==> src/rtl/core/arpue_pkg.sv <==
// Shared types and constants for the ARP reply / UDP echo responder.
// Used by every module under rtl/core; depends on nothing.
`default_nettype none

package arpue_pkg;

  localparam int DATA_W           = 64;
  localparam int CNT_W            = 4;
  localparam int IP_W             = 32;
  localparam int MAC_W            = 48;
  localparam int CFG_W            = 48;
  localparam int CFG_IDX_W        = 1;
  localparam int BYTES_PER_WORD   = 8;
  localparam int HEADER_WORDS_DEF = 10;
  localparam int QUEUE_DEPTH_DEF  = 4;

  // register map
  localparam logic [CFG_IDX_W-1:0] REG_OWN_IP  = 1'd0;
  localparam logic [CFG_IDX_W-1:0] REG_OWN_MAC = 1'd1;

  localparam logic [IP_W-1:0] OWN_IP_RST = 32'hc0a8640a;

  // frame constants
  localparam logic [15:0] ETH_TYPE_IPV4 = 16'h0800;
  localparam logic [15:0] ETH_TYPE_ARP  = 16'h0806;
  localparam logic [15:0] ARP_OP_REQ    = 16'd1;
  localparam logic [15:0] ARP_OP_REPLY  = 16'd2;
  localparam logic [7:0]  IP_PROTO_UDP  = 8'd17;
  localparam logic [15:0] ECHO_PORT     = 16'd7;
  localparam logic [7:0]  ECHO_TTL      = 8'h40;
  localparam int          ETH_HDR_LEN   = 14;
  localparam int          MIN_REPLY_LEN = 42;

  // one word as it travels from the front to the back
  typedef struct packed {
    logic [DATA_W-1:0] word;
    logic [CNT_W-1:0]  count;
    logic              last;      // final word of the frame
    logic              hdr;       // word belongs to the held header
    logic              hdr_last;  // header is complete with this word
  } q_entry_t;

endpackage

`default_nettype wire

==> src/rtl/core/arpue_front.sv <==
// Front end: accepts frame words, normalizes the byte count, zeroes dead
// bytes and tags each word by its place in the frame. Uses arpue_pkg.
`default_nettype none

module arpue_front #(
  parameter int HEADER_WORDS = arpue_pkg::HEADER_WORDS_DEF
) (
  input  logic                          clk,
  input  logic                          rst_n,
  input  logic                          push,
  output logic                          full,
  input  logic [arpue_pkg::DATA_W-1:0]  in_frame_word,
  input  logic [arpue_pkg::CNT_W-1:0]   in_byte_count,
  input  logic                          in_frame_end,
  input  logic                          q_full,
  output logic                          q_push,
  output arpue_pkg::q_entry_t           q_data
);
  import arpue_pkg::*;

  localparam int CNTW = $clog2(HEADER_WORDS + 1);

  logic [CNTW-1:0]  idx_r;
  logic [CNTW-1:0]  idx_nxt;
  logic [CNT_W-1:0] cnt;
  logic             in_hdr;

  assign full   = q_full;
  assign q_push = push && !q_full;
  assign in_hdr = idx_r < CNTW'(HEADER_WORDS);

  always_comb begin
    if (!in_frame_end || in_byte_count == '0 || in_byte_count > CNT_W'(BYTES_PER_WORD)) begin
      cnt = CNT_W'(BYTES_PER_WORD);
    end else begin
      cnt = in_byte_count;
    end
  end

  always_comb begin
    q_data.word = '0;
    for (int k = 0; k < BYTES_PER_WORD; k++) begin
      if (CNT_W'(k) < cnt) begin
        q_data.word[DATA_W-1-8*k -: 8] = in_frame_word[DATA_W-1-8*k -: 8];
      end
    end
    q_data.count    = cnt;
    q_data.last     = in_frame_end;
    q_data.hdr      = in_hdr;
    q_data.hdr_last = in_hdr && (in_frame_end || idx_r == CNTW'(HEADER_WORDS - 1));
  end

  // count header words; saturate past the header until the frame ends
  always_comb begin
    idx_nxt = idx_r;
    if (q_push) begin
      if (in_frame_end) begin
        idx_nxt = '0;
      end else if (in_hdr) begin
        idx_nxt = idx_r + CNTW'(1);
      end
    end
  end

  always_ff @(posedge clk) begin
    if (!rst_n) begin
      idx_r <= '0;
    end else begin
      idx_r <= idx_nxt;
    end
  end

endmodule

`default_nettype wire

==> src/rtl/core/arpue_fifo.sv <==
// Short word queue between the front and the back end.
// Uses arpue_pkg for the entry type.
`default_nettype none

module arpue_fifo #(
  parameter int DEPTH = arpue_pkg::QUEUE_DEPTH_DEF
) (
  input  logic                 clk,
  input  logic                 rst_n,
  input  logic                 wr_en,
  input  arpue_pkg::q_entry_t  wr_data,
  output logic                 full,
  input  logic                 rd_en,
  output arpue_pkg::q_entry_t  rd_data,
  output logic                 empty
);
  import arpue_pkg::*;

  localparam int PTRW = (DEPTH > 1) ? $clog2(DEPTH) : 1;
  localparam int CW   = $clog2(DEPTH + 1);

  q_entry_t        mem_r [DEPTH];
  logic [PTRW-1:0] wr_ptr_r;
  logic [PTRW-1:0] rd_ptr_r;
  logic [CW-1:0]   cnt_r;
  logic            do_wr;
  logic            do_rd;

  assign full    = cnt_r == CW'(DEPTH);
  assign empty   = cnt_r == '0;
  assign do_wr   = wr_en && !full;
  assign do_rd   = rd_en && !empty;
  assign rd_data = mem_r[rd_ptr_r];

  always_ff @(posedge clk) begin
    if (do_wr) begin
      mem_r[wr_ptr_r] <= wr_data;
    end
  end

  always_ff @(posedge clk) begin
    if (!rst_n) begin
      wr_ptr_r <= '0;
      rd_ptr_r <= '0;
      cnt_r    <= '0;
    end else begin
      if (do_wr) begin
        wr_ptr_r <= (wr_ptr_r == PTRW'(DEPTH - 1)) ? '0 : wr_ptr_r + PTRW'(1);
      end
      if (do_rd) begin
        rd_ptr_r <= (rd_ptr_r == PTRW'(DEPTH - 1)) ? '0 : rd_ptr_r + PTRW'(1);
      end
      if (do_wr && !do_rd) begin
        cnt_r <= cnt_r + CW'(1);
      end else if (do_rd && !do_wr) begin
        cnt_r <= cnt_r - CW'(1);
      end
    end
  end

endmodule

`default_nettype wire

==> src/rtl/core/arpue_back.sv <==
// Back end: holds the header, judges and rewrites it, recomputes the IPv4
// header checksum a word per cycle and drives the output register. Uses arpue_pkg.
`default_nettype none

module arpue_back #(
  parameter int HEADER_WORDS = arpue_pkg::HEADER_WORDS_DEF
) (
  input  logic                             clk,
  input  logic                             rst_n,
  input  logic                             cfg_wr_en,
  input  logic [arpue_pkg::CFG_IDX_W-1:0]  cfg_index,
  input  logic [arpue_pkg::CFG_W-1:0]      cfg_wdata,
  input  arpue_pkg::q_entry_t              q_data,
  input  logic                             q_empty,
  output logic                             q_pop,
  output logic                             out_valid,
  output logic [arpue_pkg::DATA_W-1:0]     out_word,
  output logic [arpue_pkg::CNT_W-1:0]      out_count,
  output logic                             out_end,
  input  logic                             out_take
);
  import arpue_pkg::*;

  localparam int IDXW      = $clog2(HEADER_WORDS);
  localparam int CNTW      = $clog2(HEADER_WORDS + 1);
  localparam int LENW      = $clog2(HEADER_WORDS * BYTES_PER_WORD + 1);
  localparam int POSW      = IDXW + 3;
  localparam int NSW       = IDXW + 4;
  localparam int REW_WORDS = 6;
  localparam int REW_BYTES = REW_WORDS * BYTES_PER_WORD;
  localparam int CSUM_WORD = 3;

  localparam logic [2:0] S_COLLECT = 3'd0;
  localparam logic [2:0] S_DECIDE  = 3'd1;
  localparam logic [2:0] S_CKSUM   = 3'd2;
  localparam logic [2:0] S_CKFIN   = 3'd3;
  localparam logic [2:0] S_EMIT    = 3'd4;

  logic [2:0]        state_r;
  logic [2:0]        state_nxt;
  logic [DATA_W-1:0] store_r [HEADER_WORDS];
  logic [CNTW-1:0]   wr_cnt_r;
  logic [CNT_W-1:0]  last_bytes_r;
  logic              end_seen_r;
  logic              pass_r;
  logic [IDXW-1:0]   ck_idx_r;
  logic [IDXW-1:0]   em_idx_r;
  logic [20:0]       acc_r;
  logic [6:0]        end_byte_r;
  logic [IP_W-1:0]   own_ip_r;
  logic [MAC_W-1:0]  own_mac_r;
  logic              out_valid_r;
  logic [DATA_W-1:0] out_word_r;
  logic [CNT_W-1:0]  out_count_r;
  logic              out_end_r;

  logic [7:0]        hb [REW_BYTES];
  logic [7:0]        nb [REW_BYTES];
  logic [DATA_W-1:0] rew [REW_WORDS];
  logic [LENW-1:0]   len;
  logic [15:0]       etype;
  logic [5:0]        hl;
  logic [6:0]        end_byte;
  logic              len_ok;
  logic              is_arp;
  logic              is_udp;
  logic              answer;
  logic [IDXW-1:0]   rd_idx;
  logic [DATA_W-1:0] rd_word;
  logic [POSW-1:0]   pos;
  logic [17:0]       part_sum;
  logic [20:0]       acc_nxt;
  logic [NSW-1:0]    nstart;
  logic              ck_done;
  logic [16:0]       fold1;
  logic [16:0]       fold2;
  logic [15:0]       csum;
  logic              em_last;
  logic              out_free;
  logic              pass_load;
  logic              emit_load;

  // configuration registers
  always_ff @(posedge clk) begin
    if (!rst_n) begin
      own_ip_r  <= OWN_IP_RST;
      own_mac_r <= '0;
    end else if (cfg_wr_en) begin
      unique case (cfg_index)
        REG_OWN_IP:  own_ip_r  <= cfg_wdata[IP_W-1:0];
        REG_OWN_MAC: own_mac_r <= cfg_wdata[MAC_W-1:0];
        default: ;
      endcase
    end
  end

  // judge the held header from fixed byte places
  always_comb begin
    for (int w = 0; w < REW_WORDS; w++) begin
      for (int k = 0; k < BYTES_PER_WORD; k++) begin
        hb[8*w+k] = store_r[w][DATA_W-1-8*k -: 8];
      end
    end
    len      = LENW'({wr_cnt_r - CNTW'(1), 3'b000}) + LENW'(last_bytes_r);
    etype    = {hb[12], hb[13]};
    hl       = {hb[14][3:0], 2'b00};
    end_byte = 7'(ETH_HDR_LEN) + 7'(hl);
    len_ok   = len >= LENW'(ETH_HDR_LEN);
    is_arp   = len_ok && etype == ETH_TYPE_ARP && len >= LENW'(MIN_REPLY_LEN)
               && {hb[20], hb[21]} == ARP_OP_REQ
               && {hb[38], hb[39], hb[40], hb[41]} == own_ip_r;
    is_udp   = len_ok && etype == ETH_TYPE_IPV4 && len >= LENW'(MIN_REPLY_LEN)
               && {1'b0, len} >= (LENW+1)'(end_byte)
               && hb[23] == IP_PROTO_UDP && {hb[36], hb[37]} == ECHO_PORT;
    answer   = is_arp || is_udp;
  end

  // rewrite the first words; every move reads the original bytes
  always_comb begin
    for (int i = 0; i < REW_BYTES; i++) begin
      nb[i] = hb[i];
    end
    if (is_arp) begin
      for (int k = 0; k < 6; k++) begin
        nb[k]    = hb[6+k];
        nb[6+k]  = own_mac_r[MAC_W-1-8*k -: 8];
        nb[32+k] = hb[22+k];
        nb[22+k] = own_mac_r[MAC_W-1-8*k -: 8];
      end
      for (int k = 0; k < 4; k++) begin
        nb[38+k] = hb[28+k];
        nb[28+k] = own_ip_r[IP_W-1-8*k -: 8];
      end
      nb[20] = ARP_OP_REPLY[15:8];
      nb[21] = ARP_OP_REPLY[7:0];
    end else begin
      // swap ports, IPs and MACs; set the TTL; clear UDP and IP checksums
      for (int k = 0; k < 2; k++) begin
        nb[34+k] = hb[36+k];
        nb[36+k] = hb[34+k];
      end
      nb[40] = 8'h00;
      nb[41] = 8'h00;
      for (int k = 0; k < 4; k++) begin
        nb[26+k] = hb[30+k];
        nb[30+k] = hb[26+k];
      end
      nb[22] = ECHO_TTL;
      nb[24] = 8'h00;
      nb[25] = 8'h00;
      for (int k = 0; k < 6; k++) begin
        nb[k]   = hb[6+k];
        nb[6+k] = hb[k];
      end
    end
    for (int w = 0; w < REW_WORDS; w++) begin
      for (int k = 0; k < BYTES_PER_WORD; k++) begin
        rew[w][DATA_W-1-8*k -: 8] = nb[8*w+k];
      end
    end
  end

  // checksum: add the 16-bit fields of one word that lie in the IP header
  assign rd_idx  = (state_r == S_CKSUM) ? ck_idx_r : em_idx_r;
  assign rd_word = store_r[rd_idx];

  always_comb begin
    part_sum = '0;
    pos      = '0;
    for (int j = 0; j < 4; j++) begin
      pos = POSW'({ck_idx_r, 3'b000}) + POSW'(2 * j);
      if (pos >= POSW'(ETH_HDR_LEN) && {1'b0, pos} < (POSW+1)'(end_byte_r)) begin
        part_sum = part_sum + 18'(rd_word[DATA_W-1-16*j -: 16]);
      end
    end
    acc_nxt = acc_r + 21'(part_sum);
    nstart  = {1'b0, ck_idx_r, 3'b000} + NSW'(BYTES_PER_WORD);
    ck_done = nstart >= NSW'(end_byte_r) || ck_idx_r == IDXW'(HEADER_WORDS - 1);
    fold1   = 17'(acc_r[15:0]) + 17'(acc_r[20:16]);
    fold2   = 17'(fold1[15:0]) + 17'(fold1[16]);
    csum    = ~fold2[15:0];
  end

  assign em_last   = CNTW'(em_idx_r) == wr_cnt_r - CNTW'(1);
  assign out_free  = !out_valid_r || out_take;
  assign q_pop     = state_r == S_COLLECT && !q_empty
                     && (q_data.hdr || !pass_r || out_free);
  assign pass_load = q_pop && !q_data.hdr && pass_r;
  assign emit_load = state_r == S_EMIT && out_free;

  always_comb begin
    state_nxt = state_r;
    unique case (state_r)
      S_COLLECT: if (q_pop && q_data.hdr && q_data.hdr_last) begin
        state_nxt = S_DECIDE;
      end
      S_DECIDE: begin
        if (!answer) begin
          state_nxt = S_COLLECT;
        end else if (is_arp) begin
          state_nxt = S_EMIT;
        end else begin
          state_nxt = S_CKSUM;
        end
      end
      S_CKSUM: if (ck_done) begin
        state_nxt = S_CKFIN;
      end
      S_CKFIN: state_nxt = S_EMIT;
      S_EMIT: if (emit_load && em_last) begin
        state_nxt = S_COLLECT;
      end
      default: state_nxt = S_COLLECT;
    endcase
  end

  // header store: no reset, only entries of the current frame are read
  always_ff @(posedge clk) begin
    if (state_r == S_COLLECT && q_pop && q_data.hdr) begin
      store_r[wr_cnt_r[IDXW-1:0]] <= q_data.word;
    end else if (state_r == S_DECIDE && answer) begin
      for (int w = 0; w < REW_WORDS; w++) begin
        store_r[w] <= rew[w];
      end
    end else if (state_r == S_CKFIN) begin
      store_r[CSUM_WORD][DATA_W-1 -: 16] <= csum;
    end
  end

  always_ff @(posedge clk) begin
    if (state_r == S_DECIDE) begin
      end_byte_r <= end_byte;
      acc_r      <= '0;
    end else if (state_r == S_CKSUM) begin
      acc_r      <= acc_nxt;
    end
    if (pass_load) begin
      out_word_r  <= q_data.word;
      out_count_r <= q_data.count;
      out_end_r   <= q_data.last;
    end else if (emit_load) begin
      out_word_r  <= rd_word;
      out_count_r <= (em_last && end_seen_r) ? last_bytes_r : CNT_W'(BYTES_PER_WORD);
      out_end_r   <= em_last && end_seen_r;
    end
  end

  always_ff @(posedge clk) begin
    if (!rst_n) begin
      state_r      <= S_COLLECT;
      wr_cnt_r     <= '0;
      last_bytes_r <= '0;
      end_seen_r   <= 1'b0;
      pass_r       <= 1'b0;
      ck_idx_r     <= '0;
      em_idx_r     <= '0;
      out_valid_r  <= 1'b0;
    end else begin
      state_r <= state_nxt;
      unique case (state_r)
        S_COLLECT: begin
          if (q_pop && q_data.hdr) begin
            wr_cnt_r     <= wr_cnt_r + CNTW'(1);
            last_bytes_r <= q_data.count;
            end_seen_r   <= q_data.last;
          end else if (q_pop && q_data.last) begin
            // frame tail passed or dropped: back to header collection
            pass_r <= 1'b0;
          end
        end
        S_DECIDE: begin
          ck_idx_r <= IDXW'(1);
          em_idx_r <= '0;
          if (!answer) begin
            wr_cnt_r <= '0;
            pass_r   <= 1'b0;
          end
        end
        S_CKSUM: ck_idx_r <= ck_idx_r + IDXW'(1);
        S_CKFIN: ;
        S_EMIT: begin
          if (emit_load) begin
            em_idx_r <= em_idx_r + IDXW'(1);
            if (em_last) begin
              wr_cnt_r <= '0;
              pass_r   <= !end_seen_r;
            end
          end
        end
        default: ;
      endcase
      if (pass_load || emit_load) begin
        out_valid_r <= 1'b1;
      end else if (out_take) begin
        out_valid_r <= 1'b0;
      end
    end
  end

  assign out_valid = out_valid_r;
  assign out_word  = out_word_r;
  assign out_count = out_count_r;
  assign out_end   = out_end_r;

endmodule

`default_nettype wire

==> src/rtl/core/arp_reply_udp_echo_responder_core.sv <==
// Top level of the ARP reply / UDP echo responder: front end, word queue and
// back end. Uses arpue_pkg, arpue_front, arpue_fifo and arpue_back.
//
//   channel   ports                                          handshake
//   input     in_frame_word, in_byte_count, in_frame_end      push / full
//   result    out_word, out_count, out_end                    pop / empty
//   config    cfg_index, cfg_wdata                            cfg_wr_en
//
// Words enter the queue at one per cycle while it has room. The back end
// stores header words at one per cycle, judges the header, then for UDP
// echo sums the header words up to the end of the IP header and folds the
// checksum, then emits the header words; later words of an answered frame
// pass at one per cycle unless the result side stalls. Reset is synchronous;
// the queue absorbs input while the back end judges or the result side stalls.
`default_nettype none

module arp_reply_udp_echo_responder_core #(
  parameter int HEADER_WORDS = arpue_pkg::HEADER_WORDS_DEF,
  parameter int QUEUE_DEPTH  = arpue_pkg::QUEUE_DEPTH_DEF
) (
  input  logic                             clk,
  input  logic                             rst_n,
  input  logic                             push,
  output logic                             full,
  input  logic [arpue_pkg::DATA_W-1:0]     in_frame_word,
  input  logic [arpue_pkg::CNT_W-1:0]      in_byte_count,
  input  logic                             in_frame_end,
  output logic                             empty,
  input  logic                             pop,
  output logic [arpue_pkg::DATA_W-1:0]     out_word,
  output logic [arpue_pkg::CNT_W-1:0]      out_count,
  output logic                             out_end,
  input  logic                             cfg_wr_en,
  input  logic [arpue_pkg::CFG_IDX_W-1:0]  cfg_index,
  input  logic [arpue_pkg::CFG_W-1:0]      cfg_wdata
);
  import arpue_pkg::*;

  q_entry_t q_wr_data;
  q_entry_t q_rd_data;
  logic     q_push;
  logic     q_full;
  logic     q_pop;
  logic     q_empty;
  logic     out_valid;

  arpue_front #(
    .HEADER_WORDS (HEADER_WORDS)
  ) u_front (
    .clk           (clk),
    .rst_n         (rst_n),
    .push          (push),
    .full          (full),
    .in_frame_word (in_frame_word),
    .in_byte_count (in_byte_count),
    .in_frame_end  (in_frame_end),
    .q_full        (q_full),
    .q_push        (q_push),
    .q_data        (q_wr_data)
  );

  arpue_fifo #(
    .DEPTH (QUEUE_DEPTH)
  ) u_fifo (
    .clk     (clk),
    .rst_n   (rst_n),
    .wr_en   (q_push),
    .wr_data (q_wr_data),
    .full    (q_full),
    .rd_en   (q_pop),
    .rd_data (q_rd_data),
    .empty   (q_empty)
  );

  arpue_back #(
    .HEADER_WORDS (HEADER_WORDS)
  ) u_back (
    .clk       (clk),
    .rst_n     (rst_n),
    .cfg_wr_en (cfg_wr_en),
    .cfg_index (cfg_index),
    .cfg_wdata (cfg_wdata),
    .q_data    (q_rd_data),
    .q_empty   (q_empty),
    .q_pop     (q_pop),
    .out_valid (out_valid),
    .out_word  (out_word),
    .out_count (out_count),
    .out_end   (out_end),
    .out_take  (pop)
  );

  assign empty = !out_valid;

endmodule

`default_nettype wire

==> config.mk <==
export PLATFORM = sky130hd
export DESIGN_NAME = arp_reply_udp_echo_responder_core
export DESIGN_NICKNAME = d
export VERILOG_FILES = /design/src/rtl/core/arpue_pkg.sv /design/src/rtl/core/arpue_front.sv /design/src/rtl/core/arpue_fifo.sv /design/src/rtl/core/arpue_back.sv /design/src/rtl/core/arp_reply_udp_echo_responder_core.sv
export SDC_FILE = /design/constraint.sdc
export NUM_CORES = 2
export LEC_CHECK = 0
export BUFFER_PORTS_ARGS = -buffer_cell sky130_fd_sc_hd__buf_2
export CORE_UTILIZATION = 55
export CTS_BUF_LIST = sky130_fd_sc_hd__clkbuf_4 sky130_fd_sc_hd__clkbuf_8 sky130_fd_sc_hd__clkbuf_16
export DETAILED_ROUTE_END_ITERATION = 6
export GPL_ROUTABILITY_DRIVEN = 0
export GPL_TIMING_DRIVEN = 1
export PLACE_DENSITY = 0.76
export SLEW_MARGIN = 25
export SYNTH_ARGS = -nofsm -noshare
export SYNTH_HDL_FRONTEND = slang
export SYNTH_SLANG_ARGS = --single-unit
==> constraint.sdc <==
create_clock -name clk -period 9.1 [get_ports clk]
set_clock_uncertainty 0.1 [all_clocks]
set_input_delay 2.275 -clock clk [delete_from_list [all_inputs] [get_ports clk]]
set_output_delay 2.275 -clock clk [all_outputs]
set_load 0.01 [all_outputs]
==> results_dict.tcl <==
set metrics [dict create \
    synth-warning-count 0 \
    crit_slowest_cell "mux4_2" \
    min_period_ns 9.35 \
    nNetsFinal 5253 \
    power.total_mw 20.5 \
    placed_cell_area_sq_um 71400 \
    synth_top_cells_by_count "1382 x edfxtp_1, 937 x nand2_1, 315 x mux4_2" \
    post-synth-top-area-fraction_pct 61.7 \
    die_height_um 352 \
    numCtsBuffers 151 \
    post_drt_wl_per_cell_um 32.3 \
    netlist_instances 4674 \
    vias 45700 \
    critical_path.max_stage_delay_ns 0.48 \
    design.die.area_sq_um 124000 \
    drc 22 \
    critPathCaptureType "flip-flop" \
    tightestPinTransition_ns 1.15 \
    grt_first_pass_wirelength_mm 306 \
    dr.pass1.iters 7 \
    design_area_sq_um 77300 \
    layoutNonFillerInstCount 6756 \
    worst-path-stages 41 \
    critical_path_required_ns 9.72 \
    setup_viol 5 \
    seq_area_frac_synth_pct 65.7 \
    startpoint_of_the_most_critical_setup_path "u_back.state_r[0]$_SDFFE_PN0P_" \
    antenna_violating_nets_post_route 0 \
    grt_start_max_net_pins 129 \
    setup_repair_after_global_routing_missed_its_margin "true" \
    outcome "complete, but fails checks" \
    floorplan.io_pins 194 \
    gr-usage-all-layers_pct 35.1 \
    core_area_sq_um 121000 \
    routed_wirelength_mm 218 \
    cts_h_tree_lvls 4 \
    drtIter0Drc 7675 \
    synth-edff-count 1382 \
    timing.hold.worst.class "reg -> reg" \
    synthTopCellsByArea "edfxtp_1 62%, mux4_2 11%, nand2_1 5.2%, dfxtp_1 4.0%, mux2i_1 2.5%" \
    cp.arrival_ns 9.97 \
    synth_area_sq_um 67300 \
    r2r_cells 41 \
    report.final.hold_viol_count 0 \
    max-cap-violations 0 \
    area.growth.synth_to_final_pct 15.0 \
    final_min_period_over_clock_period_pct 103 \
    power.ir.vdd_worst_v 0.000242 \
    master_cell_of_the_clock_root_buffer "clkbuf_16" \
    synth_fp_nets 4909 \
    detailed_place_hpwl_mm 143 \
    grt_pass1_vias 43700 \
    syn_avg_cell_area_sq_um 14.4 \
    tritoncts_num_sinks 1518 \
    synth_area_leader_cell "edfxtp_1" \
    most_repeated_cell_in_the_gate_level_netlist_after_synthesis "edfxtp_1" \
    tritoncts "yes" \
    asyncSetResetFlopFracSynth_pct 0 \
    critical_path_buf_inv_count 3 \
    worstSetupPathType "reg -> reg" \
    yosys.cell_types.count 91 \
    final_max_slew_viol_count 0 \
    post-route-worst-setup-slack_ns -0.249 \
    drive_gt1_share_pct 22.7 \
    clock_latency_ns 0.81 \
    synthFlopType "edfxtp_1" \
    fp-row-count 127 \
    critPathLaunchType "flip-flop" \
    power.density_nw_per_um2 265 \
    antenna_violations_before_repair 12 \
    rr_startpoint "u_back.state_r[0]$_SDFFE_PN0P_" \
    startpoint_of_the_tightest_hold_check_path "u_back.own_mac_r[8]$_SDFFE_PN0P_" \
    grt-ovfl-total 0 \
    achievable-frequency_ghz 0.107 \
    timing.critical_path.max_delay_family "compound AO/OA/AOI/OAI gates" \
    reg2reg_setup_slack_ns -0.25 \
    count_of_placed_standard_cells_including_taps 6452 \
    routed_via_density 6.76 \
    num-fill-cells 8303 \
    placement.io_buffers 193 \
    leakage_nw 28.2 \
    violations "design-rule violations, negative setup slack" \
    cts-root-to-sink-buffers 3 \
    die_width_um 352 \
    worst-path-max-fanout 7 \
    cts.reportedPaths.clkPinSlew_ns 0.06 \
    max-slew-margin-rel_pct 22.8 \
    yosys_register_bits 1518 \
    hold_depth 2 \
    floorplan.initialDensity_pct 55.8 \
]
## stage by stage
stage | setup TNS [ns] | utilization [%] | hold WS [ns] | worst slack (ns)
final | -0.864 | 64.1 | 0.378 | -0.249
after global routing | -2.09 | 64.1 | 0.406 | -0.420
after CTS | 0 | 63.5 | 0.373 | 0.0404
after detailed placement | -0.940 | 59.2 | 0.365 | -0.261
after global placement | 0 | 59.2 | 0.361 | 0.00987
after floorplan | -0.0674 | - | 0.346 | -0.0674
## flip-flops by register name (all words and copies together), names as in the netlist, 5 cells and up, named ones only
name	count
u_back.acc_r	21
u_back.end_byte_r	5
u_back.out_word	64
u_back.own_ip_r	32
u_back.own_mac_r	48
u_back.store_r	1024
u_fifo.mem_r	284
## cells in the final DEF, fill, tap and decap left out, types with 14 or more instances in the layout
cell type  count
edfxtp_1    1382
nand2_1      925
mux4_2       315
a21oi_1      245
buf_4        224
buf_2        193
mux2i_1      168
clkbuf_16    157
nor2_1       153
dfxtp_1      132
o21ai_0      120
ha_1          99
xnor2_1       96
and2_1        72
inv_1         67
a31oi_1       63
and3_1        61
clkbuf_4      49
nand3_1       47
a22o_1        40
xor2_1        35
nor2b_1       27
nor3_1        23
a21o_1        22
nor4_1        20
clkinv_2      17
buf_12        17
clkinv_1      16
nand4_1       16
nor2_4        14
## power breakdown
part | switching (mW) | internal [mW]
Sequential | 0.375 | 8.86
Combinational | 3.27 | 1.47
Clock | 2.73 | 3.75
## layer usage
metal	wire [um]	track usage [%]	up-vias
li1	-	-	18400
met1	75800	47.5	22600
met2	93200	50.4	3910
met3	34400	11.3	762
met4	14700	19.5	16
met5	103	0	-
## worst paths after layout
check	endpoint
min reg2reg	u_back.own_mac_r[8]$_SDFFE_PN0P_
max	u_back.acc_r[20]$_SDFFE_PP0P_
min	u_back.own_mac_r[8]$_SDFFE_PN0P_
max reg2reg	u_back.acc_r[20]$_SDFFE_PP0P_
## timing repair
item / 4_1_cts / 5_1_grt
cloned: 0 / 3
setup endpoints to repair: 5 / 7
buffers inserted: 0 / 22
hold buffers: 0 / 0
pin swaps: 2 / 56
gates resized for setup: 7 / 92
## cell families after synthesis
group	Yosys count	synth area share, %
AOI/OAI and AO/OA	635	5.75
xor gates and xnor gates	132	1.72
adders and majority gates	115	2.20
buffers and inverters	329	1.99
DFF	1518	65.7
muxes	496	13.3
and+or+nand+nor	1449	9.34
## worst reg2reg max path: cells and delay by family (launching register included)
family                   cells  cell delay [ns]
multiplexers                 2             0.78
buffers and inverters        3             0.43
flip-flops                   1             0.33
adder cells (fa/ha/maj)      7             2.07
XOR/XNOR                     3             0.35
AND/OR/NAND/NOR              9             1.74
AO/OA/AOI/OAI               17             3.48
## cell type report
| cell class | instances | area (sq um) | area share, % |
|---|---|---|---|
| Antenna cell | 3 | 7.51 | 0.00971 |
| Tap cell | 1612 | 2020 | 2.61 |
| Timing Repair Buffer | 447 | 3230 | 4.17 |
| Multi-Input combinational cell | 2827 | 22400 | 29.0 |
| Clock inverter | 63 | 786 | 1.02 |
| Inverter | 73 | 275 | 0.356 |
| Clock buffer | 213 | 4360 | 5.64 |
| Sequential cell | 1518 | 44200 | 57.2 |
No activity file was read; power rests on OpenSTA's default activity.
